`config.mk`:
```
export PLATFORM = sky130hd
export DESIGN_NAME = peak_follower_lowpass
export DESIGN_NICKNAME = d
export VERILOG_FILES = /design/src/hdl/pfl_pkg.sv /design/src/hdl/pfl_ctrl.sv /design/src/hdl/pfl_datapath.sv /design/src/hdl/peak_follower_lowpass.sv
export SDC_FILE = /design/constraint.sdc
export NUM_CORES = 2
export LEC_CHECK = 0
export BUFFER_PORTS_ARGS = -buffer_cell sky130_fd_sc_hd__buf_2
export CORE_MARGIN = 2
export CORE_UTILIZATION = 40
export DETAILED_ROUTE_END_ITERATION = 6
export SLEW_MARGIN = 0
export SYNTH_ARGS = -nofsm -noshare
export SYNTH_HDL_FRONTEND = slang
export SYNTH_SLANG_ARGS = --single-unit
```
`constraint.sdc`:
```
create_clock -name clk -period 27 [get_ports clk]
set_input_delay 5.4 -clock clk [delete_from_list [all_inputs] [get_ports clk]]
set_output_delay 5.4 -clock clk [all_outputs]
set_load 0.1 [all_outputs]
```
`src/hdl/pfl_pkg.sv`:
```
// shared types and constants for the peak follower with lowpass
// no dependencies
`timescale 1ns / 1ps
`default_nettype none

package pfl_pkg;

  localparam int SAMPLE_BITS   = 16;
  localparam int AGE_BITS      = 8;
  localparam int FRAC_BITS     = 16;
  localparam int COEF_BITS     = 16;
  localparam int TIMEOUT_BITS  = 8;
  localparam int ACC_BITS      = SAMPLE_BITS + FRAC_BITS;
  localparam int MUL_A_BITS    = COEF_BITS + 1;
  localparam int MUL_B_BITS    = ACC_BITS;
  localparam int PROD_BITS     = MUL_A_BITS + MUL_B_BITS;
  localparam int SUM_BITS      = PROD_BITS + 1;
  localparam int AGE_CMP_BITS  = (AGE_BITS > TIMEOUT_BITS) ? AGE_BITS : TIMEOUT_BITS;
  localparam int CFG_IDX_BITS  = 2;
  localparam int CFG_DATA_BITS = 16;

  localparam logic [AGE_BITS-1:0]   AGE_MAX   = {AGE_BITS{1'b1}};
  localparam logic [MUL_A_BITS-1:0] ONE_Q16   = MUL_A_BITS'(1) << FRAC_BITS;
  localparam logic [SUM_BITS-1:0]   ROUND_HALF = SUM_BITS'(1) << (FRAC_BITS - 1);

  // register indexes
  localparam logic [CFG_IDX_BITS-1:0] REG_FOLLOW_RATIO = 2'd0;
  localparam logic [CFG_IDX_BITS-1:0] REG_HOLD_TIMEOUT = 2'd1;
  localparam logic [CFG_IDX_BITS-1:0] REG_SMOOTH_COEFF = 2'd2;

  // register reset values
  localparam logic [COEF_BITS-1:0]    FOLLOW_RATIO_RST = 16'd58982;
  localparam logic [TIMEOUT_BITS-1:0] HOLD_TIMEOUT_RST = 8'd40;
  localparam logic [COEF_BITS-1:0]    SMOOTH_COEFF_RST = 16'd65470;

  // operand selection for the shared multiplier
  typedef enum logic [1:0] {
    MUL_RATIO = 2'd0,   // held peak times follow ratio
    MUL_KACC  = 2'd1,   // coefficient times filter state
    MUL_TGT   = 2'd2    // one minus coefficient times held peak
  } mul_sel_t;

  typedef struct packed {
    logic     load_sample;  // capture the accepted sample
    mul_sel_t mul_sel;
    logic     load_prod;    // register the multiplier output
    logic     decide;       // refresh / timeout decision on the held peak
    logic     finish;       // write filter state and result registers
  } pfl_cmd_t;

endpackage

`default_nettype wire

```
`src/hdl/pfl_ctrl.sv`:
```
// sequencing state machine for the peak follower
// depends on pfl_pkg
`timescale 1ns / 1ps
`default_nettype none

module pfl_ctrl import pfl_pkg::*; (
  input  wire logic     clk,
  input  wire logic     rst_n,
  input  wire logic     in_valid,
  output logic          in_stall,
  output logic          out_valid,
  input  wire logic     out_stall,
  output pfl_cmd_t      cmd
);

  typedef enum logic [3:0] {
    ST_IDLE  = 4'b0001,
    ST_RATIO = 4'b0010,
    ST_KACC  = 4'b0100,
    ST_TGT   = 4'b1000
  } state_t;

  state_t st_r, st_nxt;
  logic   out_valid_r, out_valid_nxt;
  logic   accept;
  logic   out_free;

  assign accept   = in_valid && (st_r == ST_IDLE);
  assign out_free = !out_valid_r || !out_stall;

  always_comb begin
    st_nxt          = st_r;
    cmd.load_sample = accept;
    cmd.mul_sel     = MUL_RATIO;
    cmd.load_prod   = 1'b0;
    cmd.decide      = 1'b0;
    cmd.finish      = 1'b0;
    case (st_r)
      ST_IDLE: begin
        if (accept) st_nxt = ST_RATIO;
      end
      ST_RATIO: begin
        cmd.mul_sel   = MUL_RATIO;
        cmd.load_prod = 1'b1;
        st_nxt        = ST_KACC;
      end
      ST_KACC: begin
        cmd.mul_sel   = MUL_KACC;
        cmd.load_prod = 1'b1;
        cmd.decide    = 1'b1;
        st_nxt        = ST_TGT;
      end
      ST_TGT: begin
        cmd.mul_sel = MUL_TGT;
        // wait here while the previous result is still unclaimed
        if (out_free) begin
          cmd.finish = 1'b1;
          st_nxt     = ST_IDLE;
        end
      end
      default: st_nxt = ST_IDLE;
    endcase
  end

  always_comb begin
    out_valid_nxt = out_valid_r;
    if (cmd.finish) out_valid_nxt = 1'b1;
    else if (!out_stall) out_valid_nxt = 1'b0;
  end

  always_ff @(posedge clk) begin
    if (!rst_n) begin
      st_r        <= ST_IDLE;
      out_valid_r <= 1'b0;
    end else begin
      st_r        <= st_nxt;
      out_valid_r <= out_valid_nxt;
    end
  end

  assign in_stall  = (st_r != ST_IDLE);
  assign out_valid = out_valid_r;

endmodule

`default_nettype wire

```
`src/hdl/pfl_datapath.sv`:
```
// registers, shared multiplier and result registers of the peak follower
// depends on pfl_pkg
`timescale 1ns / 1ps
`default_nettype none

module pfl_datapath import pfl_pkg::*; (
  input  wire logic                     clk,
  input  wire logic                     rst_n,
  input  wire pfl_cmd_t                 cmd,
  input  wire logic [SAMPLE_BITS-1:0]   in_sample,
  input  wire logic                     cfg_wr_en,
  input  wire logic [CFG_IDX_BITS-1:0]  cfg_index,
  input  wire logic [CFG_DATA_BITS-1:0] cfg_wdata,
  output logic [SAMPLE_BITS-1:0]        out_peak_value,
  output logic [SAMPLE_BITS-1:0]        out_smoothed_value
);

  logic [COEF_BITS-1:0]    follow_ratio_r;
  logic [TIMEOUT_BITS-1:0] hold_timeout_r;
  logic [COEF_BITS-1:0]    smooth_coeff_r;

  logic [SAMPLE_BITS-1:0]  sample_r;
  logic [SAMPLE_BITS-1:0]  peak_r, peak_nxt;
  logic [AGE_BITS-1:0]     age_r, age_nxt, age_inc;
  logic                    started_r, started_nxt;
  logic                    first_r, first_nxt;
  logic [ACC_BITS-1:0]     acc_r, acc_nxt;
  logic [PROD_BITS-1:0]    prod_r;
  logic [SAMPLE_BITS-1:0]  out_peak_r;
  logic [SAMPLE_BITS-1:0]  out_smooth_r;

  logic [MUL_A_BITS-1:0]   mul_a;
  logic [MUL_B_BITS-1:0]   mul_b;
  logic [PROD_BITS-1:0]    prod_c;
  logic [PROD_BITS-1:0]    lhs;
  logic [SUM_BITS-1:0]     sum;
  logic                    refresh;
  logic                    timed_out;

  // configuration registers
  always_ff @(posedge clk) begin
    if (!rst_n) begin
      follow_ratio_r <= FOLLOW_RATIO_RST;
      hold_timeout_r <= HOLD_TIMEOUT_RST;
      smooth_coeff_r <= SMOOTH_COEFF_RST;
    end else if (cfg_wr_en) begin
      case (cfg_index)
        REG_FOLLOW_RATIO: follow_ratio_r <= cfg_wdata[COEF_BITS-1:0];
        REG_HOLD_TIMEOUT: hold_timeout_r <= cfg_wdata[TIMEOUT_BITS-1:0];
        REG_SMOOTH_COEFF: smooth_coeff_r <= cfg_wdata[COEF_BITS-1:0];
        default: ;
      endcase
    end
  end

  // shared multiplier operand selection
  always_comb begin
    case (cmd.mul_sel)
      MUL_RATIO: begin
        mul_a = MUL_A_BITS'(follow_ratio_r);
        mul_b = MUL_B_BITS'(peak_r);
      end
      MUL_KACC: begin
        mul_a = MUL_A_BITS'(smooth_coeff_r);
        mul_b = acc_r;
      end
      MUL_TGT: begin
        mul_a = ONE_Q16 - MUL_A_BITS'(smooth_coeff_r);
        mul_b = MUL_B_BITS'(peak_r);
      end
      default: begin
        mul_a = '0;
        mul_b = '0;
      end
    endcase
  end

  assign prod_c = PROD_BITS'(mul_a) * PROD_BITS'(mul_b);

  // refresh test against the registered peak times ratio
  assign lhs       = PROD_BITS'(sample_r) << FRAC_BITS;
  assign refresh   = (lhs >= prod_r);
  assign age_inc   = (age_r != AGE_MAX) ? age_r + AGE_BITS'(1) : age_r;
  assign timed_out = AGE_CMP_BITS'(age_inc) > AGE_CMP_BITS'(hold_timeout_r);

  always_comb begin
    peak_nxt    = peak_r;
    age_nxt     = age_r;
    started_nxt = started_r;
    first_nxt   = first_r;
    if (cmd.decide) begin
      first_nxt = !started_r;
      if (!started_r) begin
        peak_nxt    = sample_r;
        age_nxt     = '0;
        started_nxt = 1'b1;
      end else if (refresh) begin
        peak_nxt = sample_r;
        age_nxt  = '0;
      end else begin
        age_nxt = age_inc;
        if (timed_out) peak_nxt = '0;
      end
    end
  end

  // k*acc is in prod_r, (1-k)*peak comes from the multiplier now
  assign sum = SUM_BITS'(prod_r) + (SUM_BITS'(prod_c) << FRAC_BITS) + ROUND_HALF;

  always_comb begin
    if (first_r) acc_nxt = ACC_BITS'(peak_r) << FRAC_BITS;
    else acc_nxt = sum[ACC_BITS+FRAC_BITS-1:FRAC_BITS];
  end

  always_ff @(posedge clk) begin
    if (!rst_n) begin
      peak_r    <= '0;
      age_r     <= '0;
      started_r <= 1'b0;
      first_r   <= 1'b0;
      acc_r     <= '0;
    end else begin
      peak_r    <= peak_nxt;
      age_r     <= age_nxt;
      started_r <= started_nxt;
      first_r   <= first_nxt;
      if (cmd.finish) acc_r <= acc_nxt;
    end
  end

  // payload registers, no reset
  always_ff @(posedge clk) begin
    if (cmd.load_sample) sample_r <= in_sample;
    if (cmd.load_prod) prod_r <= prod_c;
    if (cmd.finish) begin
      out_peak_r   <= peak_r;
      out_smooth_r <= acc_nxt[ACC_BITS-1:FRAC_BITS];
    end
  end

  assign out_peak_value     = out_peak_r;
  assign out_smoothed_value = out_smooth_r;

endmodule

`default_nettype wire

```
`src/hdl/peak_follower_lowpass.sv`:
```
// top level of the peak follower with hold timeout and lowpass
// depends on pfl_pkg, pfl_ctrl and pfl_datapath
//
// usage
// - input channel: in_valid / in_stall with in_sample; a transaction takes
//   place on a rising edge with in_valid high and in_stall low
// - result channel: out_valid / out_stall with out_peak_value and
//   out_smoothed_value; one result transaction per input transaction
// - configuration: cfg_wr_en, cfg_index, cfg_wdata; write only while idle
//   (index 0 follow ratio, 1 hold timeout, 2 smoothing coefficient)
// - result: each sample steps through the ratio, k*acc and target states;
//   out_valid rises once the target state finds the result channel free
// - the single shared multiplier is used three times per sample (ratio,
//   k*y, (1-k)*peak); a new sample is taken only after these are done
// - in_stall is low only in the idle state; a new sample is taken while
//   the previous result still waits in the output register
// - receiver stall: the result stays in the output register; a following
//   sample runs up to its last step and waits there
// - reset: synchronous active low; registers return to their defaults,
//   the peak, age and filter state clear and the next sample loads them
`timescale 1ns / 1ps
`default_nettype none

module peak_follower_lowpass import pfl_pkg::*; (
  input  wire logic                     clk,
  input  wire logic                     rst_n,
  input  wire logic                     in_valid,
  output logic                          in_stall,
  input  wire logic [SAMPLE_BITS-1:0]   in_sample,
  output logic                          out_valid,
  input  wire logic                     out_stall,
  output logic [SAMPLE_BITS-1:0]        out_peak_value,
  output logic [SAMPLE_BITS-1:0]        out_smoothed_value,
  input  wire logic                     cfg_wr_en,
  input  wire logic [CFG_IDX_BITS-1:0]  cfg_index,
  input  wire logic [CFG_DATA_BITS-1:0] cfg_wdata
);

  // command bundle from the sequencer to the datapath
  pfl_cmd_t cmd;

  pfl_ctrl u_ctrl (
    .clk       (clk),
    .rst_n     (rst_n),
    .in_valid  (in_valid),
    .in_stall  (in_stall),
    .out_valid (out_valid),
    .out_stall (out_stall),
    .cmd       (cmd)
  );

  // peak tracking, filter state and result registers
  pfl_datapath u_dp (
    .clk                (clk),
    .rst_n              (rst_n),
    .cmd                (cmd),
    .in_sample          (in_sample),
    .cfg_wr_en          (cfg_wr_en),
    .cfg_index          (cfg_index),
    .cfg_wdata          (cfg_wdata),
    .out_peak_value     (out_peak_value),
    .out_smoothed_value (out_smoothed_value)
  );

endmodule

`default_nettype wire

```
* Word level (Yosys, flattened, before mapping)
Cells that the tools add are included.
** Word-level totals
- Logic and storage cells :: 68
- Register bits :: 200
- Output and inout port bits :: 34
** Operators by class
- Equality and inequality tests :: 14
- Reductions and logical operators :: 14
- Multiplexer cells :: 19
- Multiply operators :: 1
- $add $sub $neg :: 4
- Order comparisons :: 2
** Operators with widths (count)
- one-hot mux 32 bit (2 select lines) :: 1
- one-hot mux 17 bit (3 select lines) :: 1
- greater-or-equal comparator 32 x 49 -> 1 bit :: 1
- multiplier 17 x 32 -> 49 bit :: 1
- adder 48 x 16 -> 48 bit (second input constant) :: 1
- adder 48 bit :: 1
- 2-to-1 mux 16 bit :: 3
- 2-to-1 mux 32 bit :: 1
- 2-to-1 mux 8 bit :: 3
- subtractor 17 x 16 -> 17 bit (first input constant) :: 1
- one-hot mux 4 bit (4 select lines) :: 1
- AND reduction 2 bit :: 5
- adder 8 x 1 -> 8 bit (second input constant) :: 1
- greater-than comparator 8 bit :: 1
- 2-to-1 mux 4 bit :: 2
- inequality test 8 bit (second input constant) :: 1
- 2-to-1 mux 1 bit :: 6
- inequality test 2 x 1 -> 1 bit (second input constant) :: 3
- equality test 2 x 1 -> 1 bit (second input constant) :: 2
- equality test 2 bit (second input constant) :: 2
- equality test 4 x 1 -> 1 bit (second input constant) :: 1
- equality test 4 x 2 -> 1 bit (second input constant) :: 1
- equality test 4 x 3 -> 1 bit (second input constant) :: 1
- equality test 4 bit (second input constant) :: 1
- other kinds (8) :: 12

* Logic depth before layout (Yosys ltp)
- Word-level depth :: 9
- Mapped depth :: 41
- Gate-level depth less buffers :: 39

* Modules after synthesis
From an unflattened synthesis, not the netlist that was laid out.
** Unflattened totals
- Cells, all modules :: 3099
- Area total of the unflattened synthesis :: 27368.7 sq um
** By module, submodules not included
- pfl_datapath :: cells an instance 3067, area each 27089.7 sq um, instances 1, seq. area each 4874.7 sq um
- pfl_ctrl :: cells an instance 32, area each 279.0 sq um, instances 1, seq. area each 100.1 sq um

* Worst setup path after synthesis
OpenSTA, ideal clock, no wires.
- Kind :: register to register
- Start point :: reg u_ctrl.st_r[1]
- End point :: reg u_dp.out_smooth_r[14], in the netlist u_dp.out_smoothed_value[14], data pin
- Buffers on the path :: 4
- Clock period less this slack :: 9.325 ns
- Setup time :: 0.257 ns
- Stages on the path, launching flop included :: 37
- Data arrival time :: 9.067 ns
- Slack :: 17.675 ns
- Path through :: dfxtp_1 clkbuf_1 nor4b_2 nor2_1 clkbuf_1 a221oi_1 clkbuf_1 nor2_1 fa_1 inv_1 fa_1 fa_1 inv_1 fa_1 fa_1 inv_1 fa_1 inv_1 ha_1 and3_1 and2_1 o211ai_1 and2_1 nand2_1 a31oi_1 xnor2_1 ha_1 clkbuf_1 a21oi_1 o21ai_0 a2111oi_0 o21ai_0 a31oi_1 o31ai_1 a21oi_1 mux2i_1 nand2_1
** On the way
- Word-level cells in the longest chain between the ends :: 9
- Elaborated cells on any way between the ends :: 13
- Classes of those cells :: add/sub: 2; mul: 1; eq/ne: 4; mux: 4; reduce/logical: 2
** RTL lines
- start, declared :: line pfl_ctrl.sv:23 : state_t st_r, st_nxt;
- start signal, assigned :: line pfl_ctrl.sv:76 : st_r <= st_nxt;
- equality test 4 bit / equality test 4 x 3 -> 1 bit (equally long branches) :: line pfl_ctrl.sv:38 : case (st_r)
- one-hot mux 2 bit (2 select lines) (*) :: line pfl_ctrl.sv:38
- equality test 2 bit / zero test 2 bit (equally long branches) :: line pfl_datapath.sv:58 : case (cmd.mul_sel)
- OR reduction 2 bit (no source line)
- one-hot mux 32 bit (2 select lines) :: line pfl_datapath.sv:58
- multiplier 17 x 32 -> 49 bit (*) :: line pfl_datapath.sv:78 : assign prod_c = PROD_BITS'(mul_a) * PROD_BITS'(mul_b);
- named net u_dp.prod_c[17] :: line pfl_datapath.sv:34 : logic [PROD_BITS-1:0] prod_c;
- adder 48 bit (*) :: line pfl_datapath.sv:108 : assign sum = SUM_BITS'(prod_r) + (SUM_BITS'(prod_c) << FRAC_BITS) + ROUND_HALF;
- adder 48 x 16 -> 48 bit (*) :: line pfl_datapath.sv:108
- 2-to-1 mux 32 bit (*) :: line pfl_datapath.sv:111 : if (first_r) acc_nxt = ACC_BITS'(peak_r) << FRAC_BITS;
- named net u_dp.acc_nxt[30] :: line pfl_datapath.sv:27 : logic [ACC_BITS-1:0] acc_r, acc_nxt;
- end signal, assigned :: line pfl_datapath.sv:137 : out_smooth_r <= acc_nxt[ACC_BITS-1:FRAC_BITS];
- end, declared :: line pfl_datapath.sv:30 : logic [SAMPLE_BITS-1:0] out_smooth_r;
Mark *: on every way through the listed nets, which the timed path passes. The rest lies on a longest branch.
A chain may end at the register's enable or synchronous reset.

* Worst setup path after layout
- Start point :: reg u_dp.smooth_coeff_r[4]
- End point :: reg u_dp.out_smooth_r[14], in the netlist u_dp.out_smoothed_value[14], data pin
** On the way
- Word-level cells in the longest chain between the ends :: 6
** RTL lines
- start, declared :: line pfl_datapath.sv:20 : logic [COEF_BITS-1:0] smooth_coeff_r;
- start signal, assigned :: line pfl_datapath.sv:50 : REG_SMOOTH_COEFF: smooth_coeff_r <= cfg_wdata[COEF_BITS-1:0];
- subtractor 17 x 16 -> 17 bit :: line pfl_datapath.sv:68 : mul_a = ONE_Q16 - MUL_A_BITS'(smooth_coeff_r);
- one-hot mux 17 bit (3 select lines) (*) :: line pfl_datapath.sv:58
- multiplier 17 x 32 -> 49 bit (*) :: line pfl_datapath.sv:78
- named net u_dp.prod_c[17] :: line pfl_datapath.sv:34
- adder 48 bit (*) :: line pfl_datapath.sv:108
- adder 48 x 16 -> 48 bit (*) :: line pfl_datapath.sv:108
- 2-to-1 mux 32 bit (*) :: line pfl_datapath.sv:111
- named net u_dp.acc_nxt[30] :: line pfl_datapath.sv:27
Marks and branches as above.

==> impl_results.md <==
* Setup Total Neg Slack at 0 ps
* Die area at 69,500 sq um
* Async S/R FF share, synth at 0%
* Final Slew Violations at 0
* H-tree levels at 4
* Fin. Hold Viols at 0
* Routed via count at 21,013
* Top_reg_cell synth: dfxtp_1
* Yosys warns at 0
* Max Cap Viol at 0
* Final Cycle Share at 39.4%
* Register area share after synthesis at 18.4%
* Area of the multi-input gates at 19,500 sq um
* First-pass detailed-route iteration total at 5
* Mapped Area at 27,000 sq um
* Main combinational cell family by area after synthesis: adder cells
* Clock Skews at 16.9 ps
* Layout cells sized above 1 at 5.87%
* Critical path class: flip-flop to flip-flop
* TritonCTS clock tree: yes
* Vias in the first global route at 21,729
* Final setup violation count at 0
* Rel. slew slack at 12.3%
* Initial Util at 40.3%
* Reg clk slew, reported paths at 80 ps
* Skew-Pair Late Insertion Delay at 470 ps
* Dpl cells at 3,940
* Slowest CP cell: a221o_1
* Max VDD drop at 0.0408 mV
* Synthesized area per cell at 8.81 sq um
* TritonCTS buffer count at 17
* CP required at 27,220 ps
* Core Area at 66,900 sq um
* PD cells at 23.9 nW/um^2
* Hold buffers post-CTS at 0
* Post-CTS Setup Bufs at 0
* Cell mode on critical path: fa_1
* Worst endpoint data arrival time at 10,850 ps
* Grt total ovfl at 0
* Vias per cell at 5.29
* Post-cts sizing count at 0
* Post-route DRC at 0
* RSZ-0062 raised after global routing: no
* Crit Path Max Fanout at 18
* Netlist cell types at 81
* Area share of fa/ha/maj cells after synthesis at 41.8%
* Tot GR Track Use at 23.1%
* Number of enable flip-flop cells after synthesis at 97
* Die Y at 264 um
* Status: complete, no violations
* First-pass GRT wire length at 124,000 um
* Routed Antenna Nets at 0
* Total power draw at 0.000693 W
* Routability Congestion at 0.931
* Slowest Stage Delay on Critical Path at 760 ps
* Fill cells at 6,681
* I/O pins at 73
* Finished Layout Cells at 3,972
* Fin crit period at 10,630 ps
* WL/cell at 19.5 um
* Tightest Pin Transition at 1320 ps
* Area share of and/or/nand/nor cells after synthesis at 16.5%
* Diode count at 0
* Die Width at 264 um
* FP Rows at 95
* Worst setup SP type: flip-flop
* Hold crit path type: flip-flop to flip-flop
* DR iter-0 viols at 1,628
* Fmax at 94.1 MHz
* Crit end category: flip-flop
* Post-Syn Instances at 3,061
* # clock sinks at 200
* # port buffers at 72
* DP HPWL at 62,400 um
* Max Root-Sink Buffers at 2
* Root Driver: clkbuf_16
* Synth Register Bits at 200
* WL final at 77,300 um
* Compound-Gate Fraction of Synth Area at 9.96%
* Mux share of post-synthesis cell area at 1.01%
* FF+latch area at 4970 sq um
* Largest net degree at the start of global routing at 85
* Post-Synth XOR/XNOR Area at 2.40%
* P_leak at 13.4 nW
* NumNets Final at 3,756
* Area Overhead vs Synth at 7.64%
* Initial antenna violation count at 1
==> layout by cell type, fill, tap and decap left out, types with 35 or more instances in the layout <==
master,instances
inv_1,572
fa_1,450
and2_1,40
a21oi_1,82
buf_2,72
nand2_1,581
o21ai_0,73
a21o_1,46
ha_1,181
buf_4,44
dfxtp_1,103
nor2_1,233
edfxtp_1,97
xnor2_1,53
nand3_1,35
==> final timing paths <==
path	slack (ps)	startpoint	to	depth (start not counted)
min	470	u_dp.follow_ratio_r[2]$_SDFFE_PN1P_	u_dp.follow_ratio_r[2]$_SDFFE_PN1P_	2
min reg2reg	470	u_dp.follow_ratio_r[2]$_SDFFE_PN1P_	u_dp.follow_ratio_r[2]$_SDFFE_PN1P_	2
max	16370	u_dp.smooth_coeff_r[4]$_SDFFE_PN1P_	u_dp.out_smoothed_value[14]$_DFFE_PP_	32
max reg2reg	16370	u_dp.smooth_coeff_r[4]$_SDFFE_PN1P_	u_dp.out_smoothed_value[14]$_DFFE_PP_	32
==> synthesized netlist by cell type (all sizes together), types with 8 or more instances <==
cell	n	area share [%]
o31ai	8	0.22
a22o	22	0.71
edfxtp	97	11
a21boi	17	0.47
a221o	11	0.41
fa	450	33
nand3	35	0.65
a211oi	16	0.45
and3	11	0.26
o21ai	75	1.4
a21o	46	1.3
o21a	14	0.39
a221oi	9	0.36
nor2	235	3.3
nor4	11	0.26
inv	573	8.0
dfxtp	103	7.6
or3	9	0.23
clkbuf	112	1.6
o21bai	20	0.56
xor2	21	0.68
buf	12	0.29
nand2	581	8.1
and2	42	0.97
nand2b	11	0.28
nand4	20	0.46
nor2b	27	0.63
nor3	29	0.58
o211ai	8	0.22
ha	181	8.4
xnor2	53	1.7
a21oi	82	1.5
a31oi	8	0.19
mux2i	26	0.96
a22oi	12	0.33
==> metal layers <==
layer	part of all wire, %	GRT usage (%)	vias up
met5	0.017	0	-
met1	43	31.1	10464
met3	6.5	3.90	178
li1	-	-	9669
met2	46	36.7	700
met4	4.4	10.0	2
==> critical path, delay by kind of cell (launching register included) <==
family	cells	cell delay, ps
adders and majority gates	8	4020
muxes	1	260
AOI/OAI and AO/OA	11	3320
DFF	1	410
and+or+nand+nor	7	1930
xor gates and xnor gates	1	210
buffers and inverters	4	240
==> flip-flops by register name (all words and copies together), names as in the netlist <==
signal and cells:
u_dp.peak_r 16, u_dp.follow_ratio_r 16, u_dp.first_r 1, u_dp.acc_r 32, u_dp.sample_r 16, u_dp.hold_timeout_r 8, u_dp.prod_r 49, u_dp.started_r 1
u_dp.age_r 8, u_ctrl.st_r 4, u_ctrl.out_valid 1, u_dp.out_smoothed_value 16, u_dp.smooth_coeff_r 16, u_dp.out_peak_value 16
==> power by group <==
part	internal, W	switching, W	total, W
sequential	0.000325	0.00000767	0.000333
combinational	0.0000284	0.0000587	0.0000872
clock	0.000143	0.000130	0.000273
==> area by class of cell <==
class / instances / share of cell area, %
Clock buffer: 18 / 1.51
Clock inverter: 14 / 0.612
Inverter: 573 / 7.41
Multi-Input combinational cell: 2178 / 67.2
Sequential cell: 200 / 17.1
Tap cell: 873 / 3.76
Timing Repair Buffer: 116 / 2.38
==> metrics by stage <==
stage	area, sq um	hold WS (ps)	worst slack [ps]	utilization (%)
floorplan	27000	440	17680	-
global placement	28400	459	16660	42.5
detailed placement	28400	462	16560	42.5
CTS	29000	479	16500	43.4
global route	29000	494	15760	43.4
finish	29000	474	16370	43.4
==> logic make-up (layout without fill, tap and decap cells) <==
logic type / Yosys count / in the layout
buffers and inverters: 697 / 721
XOR/XNOR: 74 / 74
adder cells (fa/ha/maj): 631 / 631
AO/OA/AOI/OAI: 392 / 392
multiplexers: 27 / 27
other: 2 / 16
AND/OR/NAND/NOR: 1038 / 1038
flip-flops: 200 / 200
No activity file was read; power rests on OpenSTA's default activity.
